File: src/hw/rtl/chat_packet_field_parser_macros.svh
// Assertion helpers used by the RTL.
`ifndef CHAT_PACKET_FIELD_PARSER_MACROS_SVH
`define CHAT_PACKET_FIELD_PARSER_MACROS_SVH

`ifndef SYNTHESIS
`define CPFP_ASSERT_SAME(label, clk, rst, pre, post) \
   label: assert property (@(posedge clk) disable iff (rst) (pre) |-> (post)) \
      else $error("assertion failed");
`define CPFP_ASSERT_NEXT(label, clk, rst, pre, post) \
   label: assert property (@(posedge clk) disable iff (rst) (pre) |=> (post)) \
      else $error("assertion failed");
`else
`define CPFP_ASSERT_SAME(label, clk, rst, pre, post)
`define CPFP_ASSERT_NEXT(label, clk, rst, pre, post)
`endif

`endif

File: src/hw/rtl/cpfp_pkg.sv
package cpfp_pkg;

   localparam int unsigned ByteWidth = 8;
   localparam int unsigned LenWidth  = 16;
   localparam logic [7:0]  BroadcastFlagReset = 8'd4;
   localparam logic [15:0] LenBytes = 16'd2;

   typedef enum logic [3:0] {
      ROLE_LEN_HI   = 4'd0,
      ROLE_LEN_LO   = 4'd1,
      ROLE_FLAG     = 4'd2,
      ROLE_SND_LEN  = 4'd3,
      ROLE_SND_CHR  = 4'd4,
      ROLE_DST_CNT  = 4'd5,
      ROLE_DST_LEN  = 4'd6,
      ROLE_DST_CHR  = 4'd7,
      ROLE_MESSAGE  = 4'd8
   } role_type;

   typedef enum logic [1:0] {
      ERR_NONE  = 2'd0,
      ERR_SHORT = 2'd1,
      ERR_TRUNC = 2'd2
   } error_type;

   typedef struct packed {
      role_type             field_role;
      logic [ByteWidth-1:0] data_byte;
      logic [7:0]           handle_index;
      logic                 field_end;
      logic                 packet_end;
      error_type            parse_error;
   } result_type;

endpackage

File: src/hw/rtl/cpfp_parser.sv
module cpfp_parser (
   input  logic                clock,
   input  logic                reset,
   input  logic                step,
   input  logic [7:0]          stream_byte,
   input  logic [7:0]          broadcast_flag,
   output cpfp_pkg::result_type result
);
   import cpfp_pkg::*;

   typedef enum logic [3:0] {
      ST_LEN_HI  = 4'd0,
      ST_LEN_LO  = 4'd1,
      ST_FLAG    = 4'd2,
      ST_SND_LEN = 4'd3,
      ST_SND_CHR = 4'd4,
      ST_DST_CNT = 4'd5,
      ST_DST_LEN = 4'd6,
      ST_DST_CHR = 4'd7,
      ST_MESSAGE = 4'd8
   } state_type;

   state_type            state_ff, state_in, next_st;
   logic [LenWidth-1:0]  bytes_left_ff, bytes_left_in;
   logic [7:0]           length_high_ff, length_high_in;
   logic [7:0]           field_left_ff, field_left_in;
   logic [7:0]           dests_left_ff, dests_left_in;
   logic [7:0]           handle_ff, handle_in;
   logic                 broadcast_ff, broadcast_in;

   logic [LenWidth-1:0]  total;
   logic [LenWidth-1:0]  bytes_dec;
   logic [7:0]           field_dec;
   logic [7:0]           dests_dec;
   logic [7:0]           handle_inc;
   state_type            after_sender;
   state_type            after_dest;
   logic                 counted;

   assign total        = {length_high_ff, stream_byte};
   assign bytes_dec    = bytes_left_ff - 16'd1;
   assign field_dec    = field_left_ff - 8'd1;
   assign dests_dec    = dests_left_ff - 8'd1;
   assign handle_inc   = handle_ff + 8'd1;
   assign after_sender = broadcast_ff ? ST_MESSAGE : ST_DST_CNT;
   assign after_dest   = (dests_dec != 8'd0) ? ST_DST_LEN : ST_MESSAGE;

   always_comb begin
      next_st        = ST_LEN_HI;
      bytes_left_in  = bytes_left_ff;
      length_high_in = length_high_ff;
      field_left_in  = field_left_ff;
      dests_left_in  = dests_left_ff;
      handle_in      = handle_ff;
      broadcast_in   = broadcast_ff;
      counted        = 1'b1;
      result.field_role   = ROLE_LEN_HI;
      result.data_byte    = stream_byte;
      result.handle_index = 8'd0;
      result.field_end    = 1'b0;
      result.packet_end   = 1'b0;
      result.parse_error  = ERR_NONE;

      unique case (state_ff)
         ST_LEN_LO: begin
            result.field_role = ROLE_LEN_LO;
            result.field_end  = 1'b1;
            counted           = 1'b0;
            if (total < LenBytes + 16'd1) begin
               result.parse_error = ERR_SHORT;
               result.packet_end  = 1'b1;
               next_st            = ST_LEN_HI;
            end else begin
               bytes_left_in = total - LenBytes;
               next_st       = ST_FLAG;
            end
         end
         ST_FLAG: begin
            result.field_role = ROLE_FLAG;
            result.field_end  = 1'b1;
            broadcast_in      = (stream_byte == broadcast_flag);
            next_st           = ST_SND_LEN;
         end
         ST_SND_LEN: begin
            result.field_role = ROLE_SND_LEN;
            result.field_end  = 1'b1;
            field_left_in     = stream_byte;
            handle_in         = 8'd0;
            next_st           = (stream_byte != 8'd0) ? ST_SND_CHR : after_sender;
         end
         ST_SND_CHR: begin
            result.field_role = ROLE_SND_CHR;
            field_left_in     = field_dec;
            if (field_dec == 8'd0) begin
               result.field_end = 1'b1;
               next_st          = after_sender;
            end else begin
               next_st = ST_SND_CHR;
            end
         end
         ST_DST_CNT: begin
            result.field_role = ROLE_DST_CNT;
            result.field_end  = 1'b1;
            dests_left_in     = stream_byte;
            handle_in         = 8'd0;
            next_st           = (stream_byte != 8'd0) ? ST_DST_LEN : ST_MESSAGE;
         end
         ST_DST_LEN: begin
            result.field_role   = ROLE_DST_LEN;
            result.field_end    = 1'b1;
            result.handle_index = handle_inc;
            handle_in           = handle_inc;
            field_left_in       = stream_byte;
            if (stream_byte != 8'd0) begin
               next_st = ST_DST_CHR;
            end else begin
               dests_left_in = dests_dec;
               next_st       = after_dest;
            end
         end
         ST_DST_CHR: begin
            result.field_role   = ROLE_DST_CHR;
            result.handle_index = handle_ff;
            field_left_in       = field_dec;
            if (field_dec == 8'd0) begin
               result.field_end = 1'b1;
               dests_left_in    = dests_dec;
               next_st          = after_dest;
            end else begin
               next_st = ST_DST_CHR;
            end
         end
         ST_MESSAGE: begin
            result.field_role = ROLE_MESSAGE;
            next_st           = ST_MESSAGE;
         end
         default: begin
            // length high byte, also recovers from unused codes
            result.field_role = ROLE_LEN_HI;
            length_high_in    = stream_byte;
            counted           = 1'b0;
            next_st           = ST_LEN_LO;
         end
      endcase

      state_in = next_st;
      if (counted) begin
         bytes_left_in = bytes_dec;
         if (bytes_dec == 16'd0) begin
            result.packet_end = 1'b1;
            result.field_end  = 1'b1;
            if (next_st != ST_MESSAGE) begin
               result.parse_error = ERR_TRUNC;
            end
            state_in = ST_LEN_HI;
         end
      end
   end

   always_ff @(posedge clock) begin
      if (reset) begin
         state_ff       <= ST_LEN_HI;
         bytes_left_ff  <= '0;
         length_high_ff <= '0;
         field_left_ff  <= '0;
         dests_left_ff  <= '0;
         handle_ff      <= '0;
         broadcast_ff   <= 1'b0;
      end else if (step) begin
         state_ff       <= state_in;
         bytes_left_ff  <= bytes_left_in;
         length_high_ff <= length_high_in;
         field_left_ff  <= field_left_in;
         dests_left_ff  <= dests_left_in;
         handle_ff      <= handle_in;
         broadcast_ff   <= broadcast_in;
      end
   end

endmodule

File: src/hw/rtl/chat_packet_field_parser.sv
// Channel   Dir  Handshake           Word
// req_      in   req_valid/ready     one stream byte
// rsp_      out  rsp_valid/ready     tagged byte: role, data, handle, ends, error
// csr_      in   csr_write_en        broadcast flag value
//
// One word in, one word out, one word per cycle sustained while rsp_ready stays high.
// Each accepted result is registered into the output register, or into the skid
// entry while the output stalls; the parser state advances on the accepting edge.
// A two-entry output (register plus skid) keeps req_ready registered;
// req_ready drops only while both entries hold words.
// Synchronous reset clears parser state, valids and the flag (to 4).
`include "chat_packet_field_parser_macros.svh"

module chat_packet_field_parser (
   input  logic                 clock,
   input  logic                 reset,
   input  logic                 req_valid,
   output logic                 req_ready,
   input  logic [7:0]           req_stream_byte,
   output logic                 rsp_valid,
   input  logic                 rsp_ready,
   output cpfp_pkg::role_type   rsp_field_role,
   output logic [7:0]           rsp_data_byte,
   output logic [7:0]           rsp_handle_index,
   output logic                 rsp_field_end,
   output logic                 rsp_packet_end,
   output cpfp_pkg::error_type  rsp_parse_error,
   input  logic                 csr_write_en,
   input  logic [7:0]           csr_write_data
);
   import cpfp_pkg::*;

   logic [7:0]  bcast_ff;
   result_type  result;
   result_type  out_ff;
   result_type  skid_ff;
   logic        out_valid_ff;
   logic        skid_valid_ff;
   logic        accept;
   logic        out_take;

   assign req_ready = !skid_valid_ff;
   assign accept    = req_valid && req_ready;
   assign out_take  = !out_valid_ff || rsp_ready;

   cpfp_parser u_parser (
      .clock          (clock),
      .reset          (reset),
      .step           (accept),
      .stream_byte    (req_stream_byte),
      .broadcast_flag (bcast_ff),
      .result         (result)
   );

   always_ff @(posedge clock) begin
      if (reset) begin
         bcast_ff <= BroadcastFlagReset;
      end else if (csr_write_en) begin
         bcast_ff <= csr_write_data;
      end
   end

   always_ff @(posedge clock) begin
      if (reset) begin
         out_valid_ff  <= 1'b0;
         skid_valid_ff <= 1'b0;
      end else if (out_take) begin
         if (skid_valid_ff) begin
            out_ff        <= skid_ff;
            out_valid_ff  <= 1'b1;
            skid_valid_ff <= 1'b0;
         end else begin
            if (accept) begin
               out_ff <= result;
            end
            out_valid_ff <= accept;
         end
      end else if (accept) begin
         skid_ff       <= result;
         skid_valid_ff <= 1'b1;
      end
   end

   assign rsp_valid        = out_valid_ff;
   assign rsp_field_role   = out_ff.field_role;
   assign rsp_data_byte    = out_ff.data_byte;
   assign rsp_handle_index = out_ff.handle_index;
   assign rsp_field_end    = out_ff.field_end;
   assign rsp_packet_end   = out_ff.packet_end;
   assign rsp_parse_error  = out_ff.parse_error;

   `CPFP_ASSERT_SAME(a_skid_behind_out, clock, reset, skid_valid_ff, out_valid_ff)
   `CPFP_ASSERT_NEXT(a_stall_fills_skid, clock, reset, accept && !out_take, skid_valid_ff)
   `CPFP_ASSERT_SAME(a_pend_has_fend, clock, reset, rsp_valid && rsp_packet_end, rsp_field_end)
   `CPFP_ASSERT_SAME(a_err_ends_packet, clock, reset, rsp_valid && rsp_parse_error != ERR_NONE, rsp_packet_end)
   `CPFP_ASSERT_NEXT(a_csr_lands, clock, reset, csr_write_en, bcast_ff == $past(csr_write_data))

endmodule
File: config.mk
export PLATFORM = sky130hd
export DESIGN_NAME = chat_packet_field_parser
export DESIGN_NICKNAME = d
export VERILOG_FILES = /design/src/hw/rtl/cpfp_pkg.sv /design/src/hw/rtl/cpfp_parser.sv /design/src/hw/rtl/chat_packet_field_parser.sv
export VERILOG_INCLUDE_DIRS = /design/src /design/src/hw/rtl
export SDC_FILE = /design/constraint.sdc
export NUM_CORES = 1
export LEC_CHECK = 0
export BUFFER_PORTS_ARGS = -buffer_cell sky130_fd_sc_hd__buf_2
export CORE_ASPECT_RATIO = 2
export CORE_UTILIZATION = 40
export CTS_CLUSTER_DIAMETER = 60
export DETAILED_ROUTE_END_ITERATION = 8
export HOLD_SLACK_MARGIN = 0.15
export PLACE_DENSITY = 0.58
export RECOVER_POWER = 100
export SLEW_MARGIN = 20
export SYNTH_ARGS = -nofsm -noshare
export SYNTH_HDL_FRONTEND = slang
export SYNTH_SLANG_ARGS = --single-unit
File: constraint.sdc
create_clock -name clock -period 3.9 [get_ports clock]
set_clock_uncertainty 0.15 [all_clocks]
set_input_delay 0.78 -clock clock [delete_from_list [all_inputs] [get_ports clock]]
set_output_delay 0.78 -clock clock [all_outputs]
set_load 0.01 [all_outputs]
Yosys cells after proc, flatten, opt, wreduce, memory -nomap -nowiden
Cells that the tools add are included.
- register bits after elaboration: 111
- word-level logic and storage cells: 104
- add/sub/neg operators: 5
- $lt $le $gt $ge: 1
- eq/ne operators: 13
- multiplexer cells: 32
- bitwise operators: 3
- reduce and logical (&&, ||, !) cells: 28
- operator list (cell ; number):
    case mux 4 bit (8 select lines) ; 2
    2-to-1 mux 16 bit ; 3
    2-to-1 mux 24 bit ; 2
    case mux 8 bit (2 select lines) ; 3
    2-to-1 mux 4 bit ; 11
    case mux 8 bit (3 select lines) ; 1
    == test 4 x 3 -> 1 bit, second input constant ; 4
    logical NOT 16 bit ; 1
    less-than comparator 16 x 2 -> 1 bit, second input constant ; 1
    2-to-1 mux 8 bit ; 2
    nonzero test 8 bit ; 2
    subtractor 16 x 1 -> 16 bit, second input constant ; 1
    subtractor 16 x 2 -> 16 bit, second input constant ; 1
    subtractor 8 x 1 -> 8 bit, second input constant ; 2
    AND reduction 3 bit ; 3
    adder 8 x 1 -> 8 bit, second input constant ; 1
    == test 4 x 2 -> 1 bit, second input constant ; 2
    == test 8 bit ; 1
    logical NOT 8 bit ; 1
    AND reduction 2 bit ; 4
    nonzero test 2 bit ; 4
    OR reduction 2 bit ; 4
    OR reduction 8 bit ; 1
    OR reduction 7 bit ; 1
    16 further kinds ; 24

Logic depth before layout (Yosys ltp)
Gate-level depths: netlist (run 1).
- depth in word-level cells: 11
- mapped depth: 9
- depth with buffers taken out: 8

By module
Synthesis (run 1) repeated with hierarchy kept, for this count alone.
- cell total of the unflattened synthesis: 680
- area, all modules: 6237.2 µm²
- modules (own cells, without submodules) (module ; instances ; cells an instance ; area each (µm²) ; seq. area each (µm²)):
    cpfp_parser ; 1 ; 568 ; 4042.6 ; 1061.0
    chat_packet_field_parser ; 1 ; 112 ; 2194.6 ; 1641.6

Worst setup path after synthesis (run 1)
OpenSTA, ideal clock, no wires.
- kind: input to register
- start point: input req_valid
- end point: register skid_ff[0] in the netlist's numbering (enable)
- library setup time: 0.435 ns
- arrival time: 2.712 ns
- required time: 3.315 ns
- slack: 0.603 ns
- cell stages on the path: 3
- path through: nand2b_1 > clkbuf_1 > nor3_1
- cells in the longest elaborated chain, start to end: 2
- RTL lines (element ; line ; RTL):
    from (decl) ; chat_packet_field_parser.sv:17 ; input logic req_valid,
    logical AND 1 bit ; chat_packet_field_parser.sv:43 ; assign accept = req_valid && req_ready;
    AND reduction 3 bit (no source line) ; - ;
    to (signal assigned) ; chat_packet_field_parser.sv:79 ; skid_ff <= result;
    to (decl) ; chat_packet_field_parser.sv:36 ; result_type skid_ff;
Every way passes these cells.
A chain may end at the register's enable or synchronous reset.

Worst setup path in the final report (run 1)
- start point: register u_parser.state_ff[3]
- end point: register u_parser.dests_left_ff[7]
- cells in the longest elaborated chain, start to end: 3
- RTL lines (element ; line ; RTL):
    from (decl) ; cpfp_parser.sv:23 ; state_type state_ff, state_in, next_st;
    from (signal assigned) ; cpfp_parser.sv:170 ; state_ff <= state_in;
    == test 4 x 3 -> 1 bit ; cpfp_parser.sv:64 ; unique case (state_ff)
    != test 2 x 1 -> 1 bit (no source line) (tied with other cells) ; - ;
    AND reduction 4 bit (no source line) ; - ;
    to (signal assigned) ; cpfp_parser.sv:174 ; dests_left_ff <= dests_left_in;
    to (decl) ; cpfp_parser.sv:27 ; logic [7:0] dests_left_ff, dests_left_in;
Parallel ways exist; a longest one is shown, timed or not.

==> results.cfg, run 1 <==
[outcome]
status = finished with violations
violations = capacitance limit, slew limit

[final_layout]
layout.cells.non_filler = 920
nFillCells = 1475
synthToLayoutAreaGrowth_pct = 10.5
final-seq-area_mm2 = 0.00270
num_antenna_cells = 0
multi_input_area_mm2 = 0.00317
drive_gt1_frac = 0.0690
mostFrequentLayoutCell = nor2_1
nets = 749
layout_common_cells = nor2_1, nand2_1, dfxtp_1

[clocking]
cts_tree = done
post_cts_buffers = 0
htreeDepth = 3
clockBufferDepth = 2
cts_made_buffers = 9
cts.clk_slew.worst_paths_ps = 70
clockRootBuffer = clkbuf_16
hold_buffers = 0
clock_latency_ps = 360
clock_sinks = 111
cts_resized = 0

[timing]
slew_violations = 76
period_share = 0.873
rsz0062_at_grt = no
slew_headroom = -0.326
hold_viol_final = 0
fmax_ghz = 0.294
worst_pin_slew_ps = 1990
min_period_ps = 3400
finalWorstSetupSlack_ps = 496
setup_violations = 0
setup_tns_ps = 0

[place]
dp_slack_ps = 744
placed_cells = 904
globalplace.congestion = 0.899
dp_hpwl_um = 11600
port_buffers = 46

[pwr]
p_comb_frac = 0.113
switchingPower_w = 0.000637
p_int_w = 0.00191
p_seq_frac = 0.500
power.leakage_nw = 2.28
total_power_w = 0.00255
vdd_drop_max_mv = 0.220
pwr-share-clk = 0.387
pwr_density_cell_mw_per_mm2 = 375
switching_share = 0.250

[critical_path]
cp.required_ps = 3900
cp-start-kind = flop
cp_data_arrival_time_ps = 3410
reg2regPathDepth = 7
critical_path.max_fanout = 37
cp-end-kind = flop
critical_path_class = flop to flop

[floorplan]
die-area_mm2 = 0.0159
initial_core_util = 0.413
row_count = 63
fp.dieH_um = 177
dieWidth_um = 89.7
io_pins = 47
fp.coreArea_mm2 = 0.0149

[grt]
antenna_found_initial = 0
grt_overflow = 0
grt_pass1_vias = 5008
grt_usage = 0.212
grt_pass1_wl_um = 25600
met1_usage = 0.230
gr-usage-met2 = 0.381
met3_usage = 0.0302
grt-busiest-layer = met2
grt_max_degree = 39

[synth]
synth_nets = 724
synth_area_leaders = edfxtp_1, dfxtp_1, nor2_1
ys.flop_type = dfxtp_1
synth-seq-cells = 111
yosysSeqAreaShare = 0.440
avgSynthCellArea_um2 = 8.85
yosysTopAreaCell = edfxtp_1
synth_edf_count = 48
synthDominantCellAreaShare = 0.234
ys_async_sr_fraction = 0
postSynthCellCount = 695
syn_area_mm2 = 0.00615
yosysUniqueCellTypes = 72
yosys_warnings = 0

[min_path]
hold_depth = 2
hp-class = flop to flop

[route]
dr_total_vias = 5267
remaining_drc_errors = 0
initialDrtViolationCount = 277
drtPass1Iterations = 5
wire_per_inst_um = 17.3
via_per_inst = 5.73
final_antenna_net_count = 0
routed_wl_um = 15900

[job]
maxCapViolations = 2
## layer usage
layer	share of wire	vias up
met5	0	-
met4	0.046	0
met3	0.039	46
met2	0.53	145
met1	0.38	2508
li1	-	2568
## area by class of cell
class                      instances  area share
multi-input combinational        514       0.466
timing repair buffer              60      0.0409
sequential                       111       0.398
inverter                          24      0.0133
clock buffer                      10      0.0337
tap                              195      0.0359
clock inverter                     6      0.0123
## state kept, by name, summed over array words and instances (netlist names)
signal	count
bcast_ff	8
rsp_data_byte	8
rsp_field_end	1
rsp_field_role	4
rsp_handle_index	8
rsp_packet_end	1
rsp_parse_error	2
rsp_valid	1
skid_ff	24
skid_valid_ff	1
u_parser.broadcast_ff	1
u_parser.bytes_left_ff	16
u_parser.dests_left_ff	8
u_parser.field_left_ff	8
u_parser.handle_ff	8
u_parser.length_high_ff	8
u_parser.state_ff	4
## worst max-delay path: stages (launching register included)
cell,delay (ps)
dfxtp_1,310
clkbuf_1,590
nand3b_1,220
clkbuf_1,1200
nor2b_1,230
a32oi_1,280
or2_0,150
a21oi_1,60
## power by group through the flow
stage	clock, W	sequential [W]	combinational [W]
final	0.000985	0.00127	0.000288
after global routing	0.00105	0.00128	0.000318
after CTS	0.00100	0.00127	0.000296
after detailed placement	0	0.00130	0.000294
after global placement	0	0.00130	0.000292
after floorplan	0	0.00130	0.000200
## stage by stage
step	hold slack, ps	area (µm²)	util
2_1_floorplan	303	6150	-
3_3_place_gp	311	6570	0.441
3_5_place_dp	327	6570	0.441
4_1_cts	338	6880	0.462
5_1_grt	369	6800	0.456
6_report	335	6800	0.456
## cells by family (layout without fill, tap and decap cells)
logic type	Yosys count	count (layout)	share of synthesized area
and+or+nand+nor	266	266	0.216
AOI/OAI and AO/OA	181	181	0.193
DFF	111	111	0.440
buffers and inverters	70	100	0.0442
xor gates and xnor gates	33	33	0.0470
muxes	26	26	0.0440
adders and majority gates	8	8	0.0163
## cells in the mapped netlist (all sizes together) (5+ instances only)
cell type   n
nor2       82
nand2      64
dfxtp      63
o21ai      56
edfxtp     48
a21oi      41
clkbuf     33
inv        24
nor3       22
xnor2      21
nand3      20
mux2i      18
o31ai      17
buf        13
xor2       12
nand2b      9
nand4       9
nor4        9
o211ai      9
a22oi       8
a31oi       8
ha          8
mux2        8
nand3b      8
nor2b       8
o21a        7
or3         7
or2         6
nor3b       5
## final timing paths
kind	start	end	slack, ps
worst max-delay path	u_parser.state_ff[3]	u_parser.dests_left_ff[7]	500
worst min-delay path	u_parser.handle_ff[7]	u_parser.handle_ff[7]	340
worst max register to register	u_parser.state_ff[3]	u_parser.dests_left_ff[7]	500
worst min register to register	u_parser.handle_ff[7]	u_parser.handle_ff[7]	340
Power figures use the tool's default switching activity.
==> run 2: changes to the inputs <==
- PLACE_DENSITY: 0.58 -> 0.56
==> results.cfg, run 2 (synthesis gave the netlist of run 1 again) <==
[floorplan]
fp.dieH_um = 177
io_pins = 47
fp.coreArea_mm2 = 0.0149
initial_core_util = 0.413
row_count = 63
dieWidth_um = 89.7
die-area_mm2 = 0.0159

[grt]
grt_max_degree = 48
grt_overflow = 0
antenna_found_initial = 0
grt_pass1_wl_um = 25500
grt_usage = 0.212
grt_pass1_vias = 5069

[route]
drt-met1-wl_um = 6230
final_antenna_net_count = 0
dr_total_vias = 5238
initialDrtViolationCount = 315
met3_length_um = 496
remaining_drc_errors = 0
via_per_inst = 5.69
wire_per_inst_um = 17.0
highest_layer = met4
wl_met2_um = 8290
routed_wl_um = 15700
drtPass1Iterations = 5

[pwr]
vdd_drop_max_mv = 0.203
power.leakage_nw = 2.28
pwr_density_cell_mw_per_mm2 = 368
total_power_w = 0.00250

[min_path]
hp-class = flop to flop

[critical_path]
cp-start-kind = flop
cp_data_arrival_time_ps = 3420
crit_path_top_delay_cell = o21a_1
cp_slowest_stage_delay_ps = 660
path_cells = clkbuf_1, or4b_1, o21ai_0, o21a_1, nand3_1, a31oi_1
crit_family = compound AO/OA/AOI/OAI gates
critical_path.max_fanout = 16
cp-end-kind = flop
cp.required_ps = 3990
path_buf_inv = 1
critical_path_class = flop to flop

[timing]
fmax_ghz = 0.301
period_share = 0.852
hold_slack_ps = 339
hold_viol_final = 0
rsz0062_at_grt = no
setup_violations = 0
setup_tns_ps = 0
worst_pin_slew_ps = 2350
finalWorstSetupSlack_ps = 575
slew_headroom = -0.570
slew_violations = 86
min_period_ps = 3320

[final_layout]
layout.cells.non_filler = 921
synthToLayoutAreaGrowth_pct = 10.3
mostFrequentLayoutCell = nor2_1
nFillCells = 1497
layout_common_cells = nor2_1, nand2_1, dfxtp_1
top_regs = skid_ff: 24 flops, u_parser.bytes_left_ff: 16 flops
top_register = skid_ff
drive_gt1_frac = 0.0771
num_antenna_cells = 0
largest_reg_flops = 24
nets = 750

[place]
placed_cells = 905
globalplace.congestion = 0.899
port_buffers = 46
dp_slack_ps = 763
dp_hpwl_um = 11400

[clocking]
clockRootBuffer = clkbuf_16
htreeDepth = 3
cts.clk_slew.worst_paths_ps = 70
cts_tree = done
clockBufferDepth = 2
cts_resized = 0
clock_latency_ps = 360
cts_made_buffers = 9
clock_sinks = 111
post_cts_buffers = 0
hold_buffers = 0

[outcome]
violations = capacitance limit, slew limit
status = finished with violations

[job]
maxCapViolations = 2
[run 2: where the power goes]
part / total, W / leakage, nW / internal, W / switching, W
registers: 0.00127 / 0.950 / 0.00125 / 0.0000291
clock network: 0.000938 / 0.138 / 0.000499 / 0.000439
logic: 0.000286 / 1.19 / 0.000104 / 0.000183
total: 0.00250 / 2.28 / 0.00185 / 0.000651
[run 2: layout make-up]
cell class / count / area [µm²] / area share
timing repair buffer: 61 / 275 / 0.0406
clock inverter: 7 / 72.6 / 0.0107
clock buffer: 9 / 225 / 0.0332
tap: 195 / 244 / 0.0360
inverter: 24 / 90.1 / 0.0133
sequential: 111 / 2700 / 0.398
multi-input combinational: 514 / 3170 / 0.468
[run 2: tightest hold or removal path: cells and delay by family (launching register included)]
kind,cells,cell delay [ps]
flip-flops,1,330
AO/OA/AOI/OAI,1,50
AND/OR/NAND/NOR,1,60
[run 2: final timing paths]
check	from	endpoint	slack (ps)	cells after the start
worst min register to register	u_parser.handle_ff[7]	u_parser.handle_ff[7]	340	2
worst max-delay path	u_parser.state_ff[3]	u_parser.bytes_left_ff[0]	580	6
worst max register to register	u_parser.state_ff[3]	u_parser.bytes_left_ff[0]	580	6
worst min-delay path	u_parser.handle_ff[7]	u_parser.handle_ff[7]	340	2
[run 2: through the flow]
stage / instance area, µm² / utilization
5_1_grt: 6780 / 0.455
4_1_cts: 6860 / 0.461
3_5_place_dp: 6560 / 0.441
6_report: 6780 / 0.455
3_3_place_gp: 6560 / 0.441
2_1_floorplan: 6150 / -
[run 2: routing by layer]
metal	vias to the layer above	GRT usage
li1	2576	-
met1	2476	0.232
met2	138	0.374
met3	48	0.0312
met4	0	0.123
met5	-	0
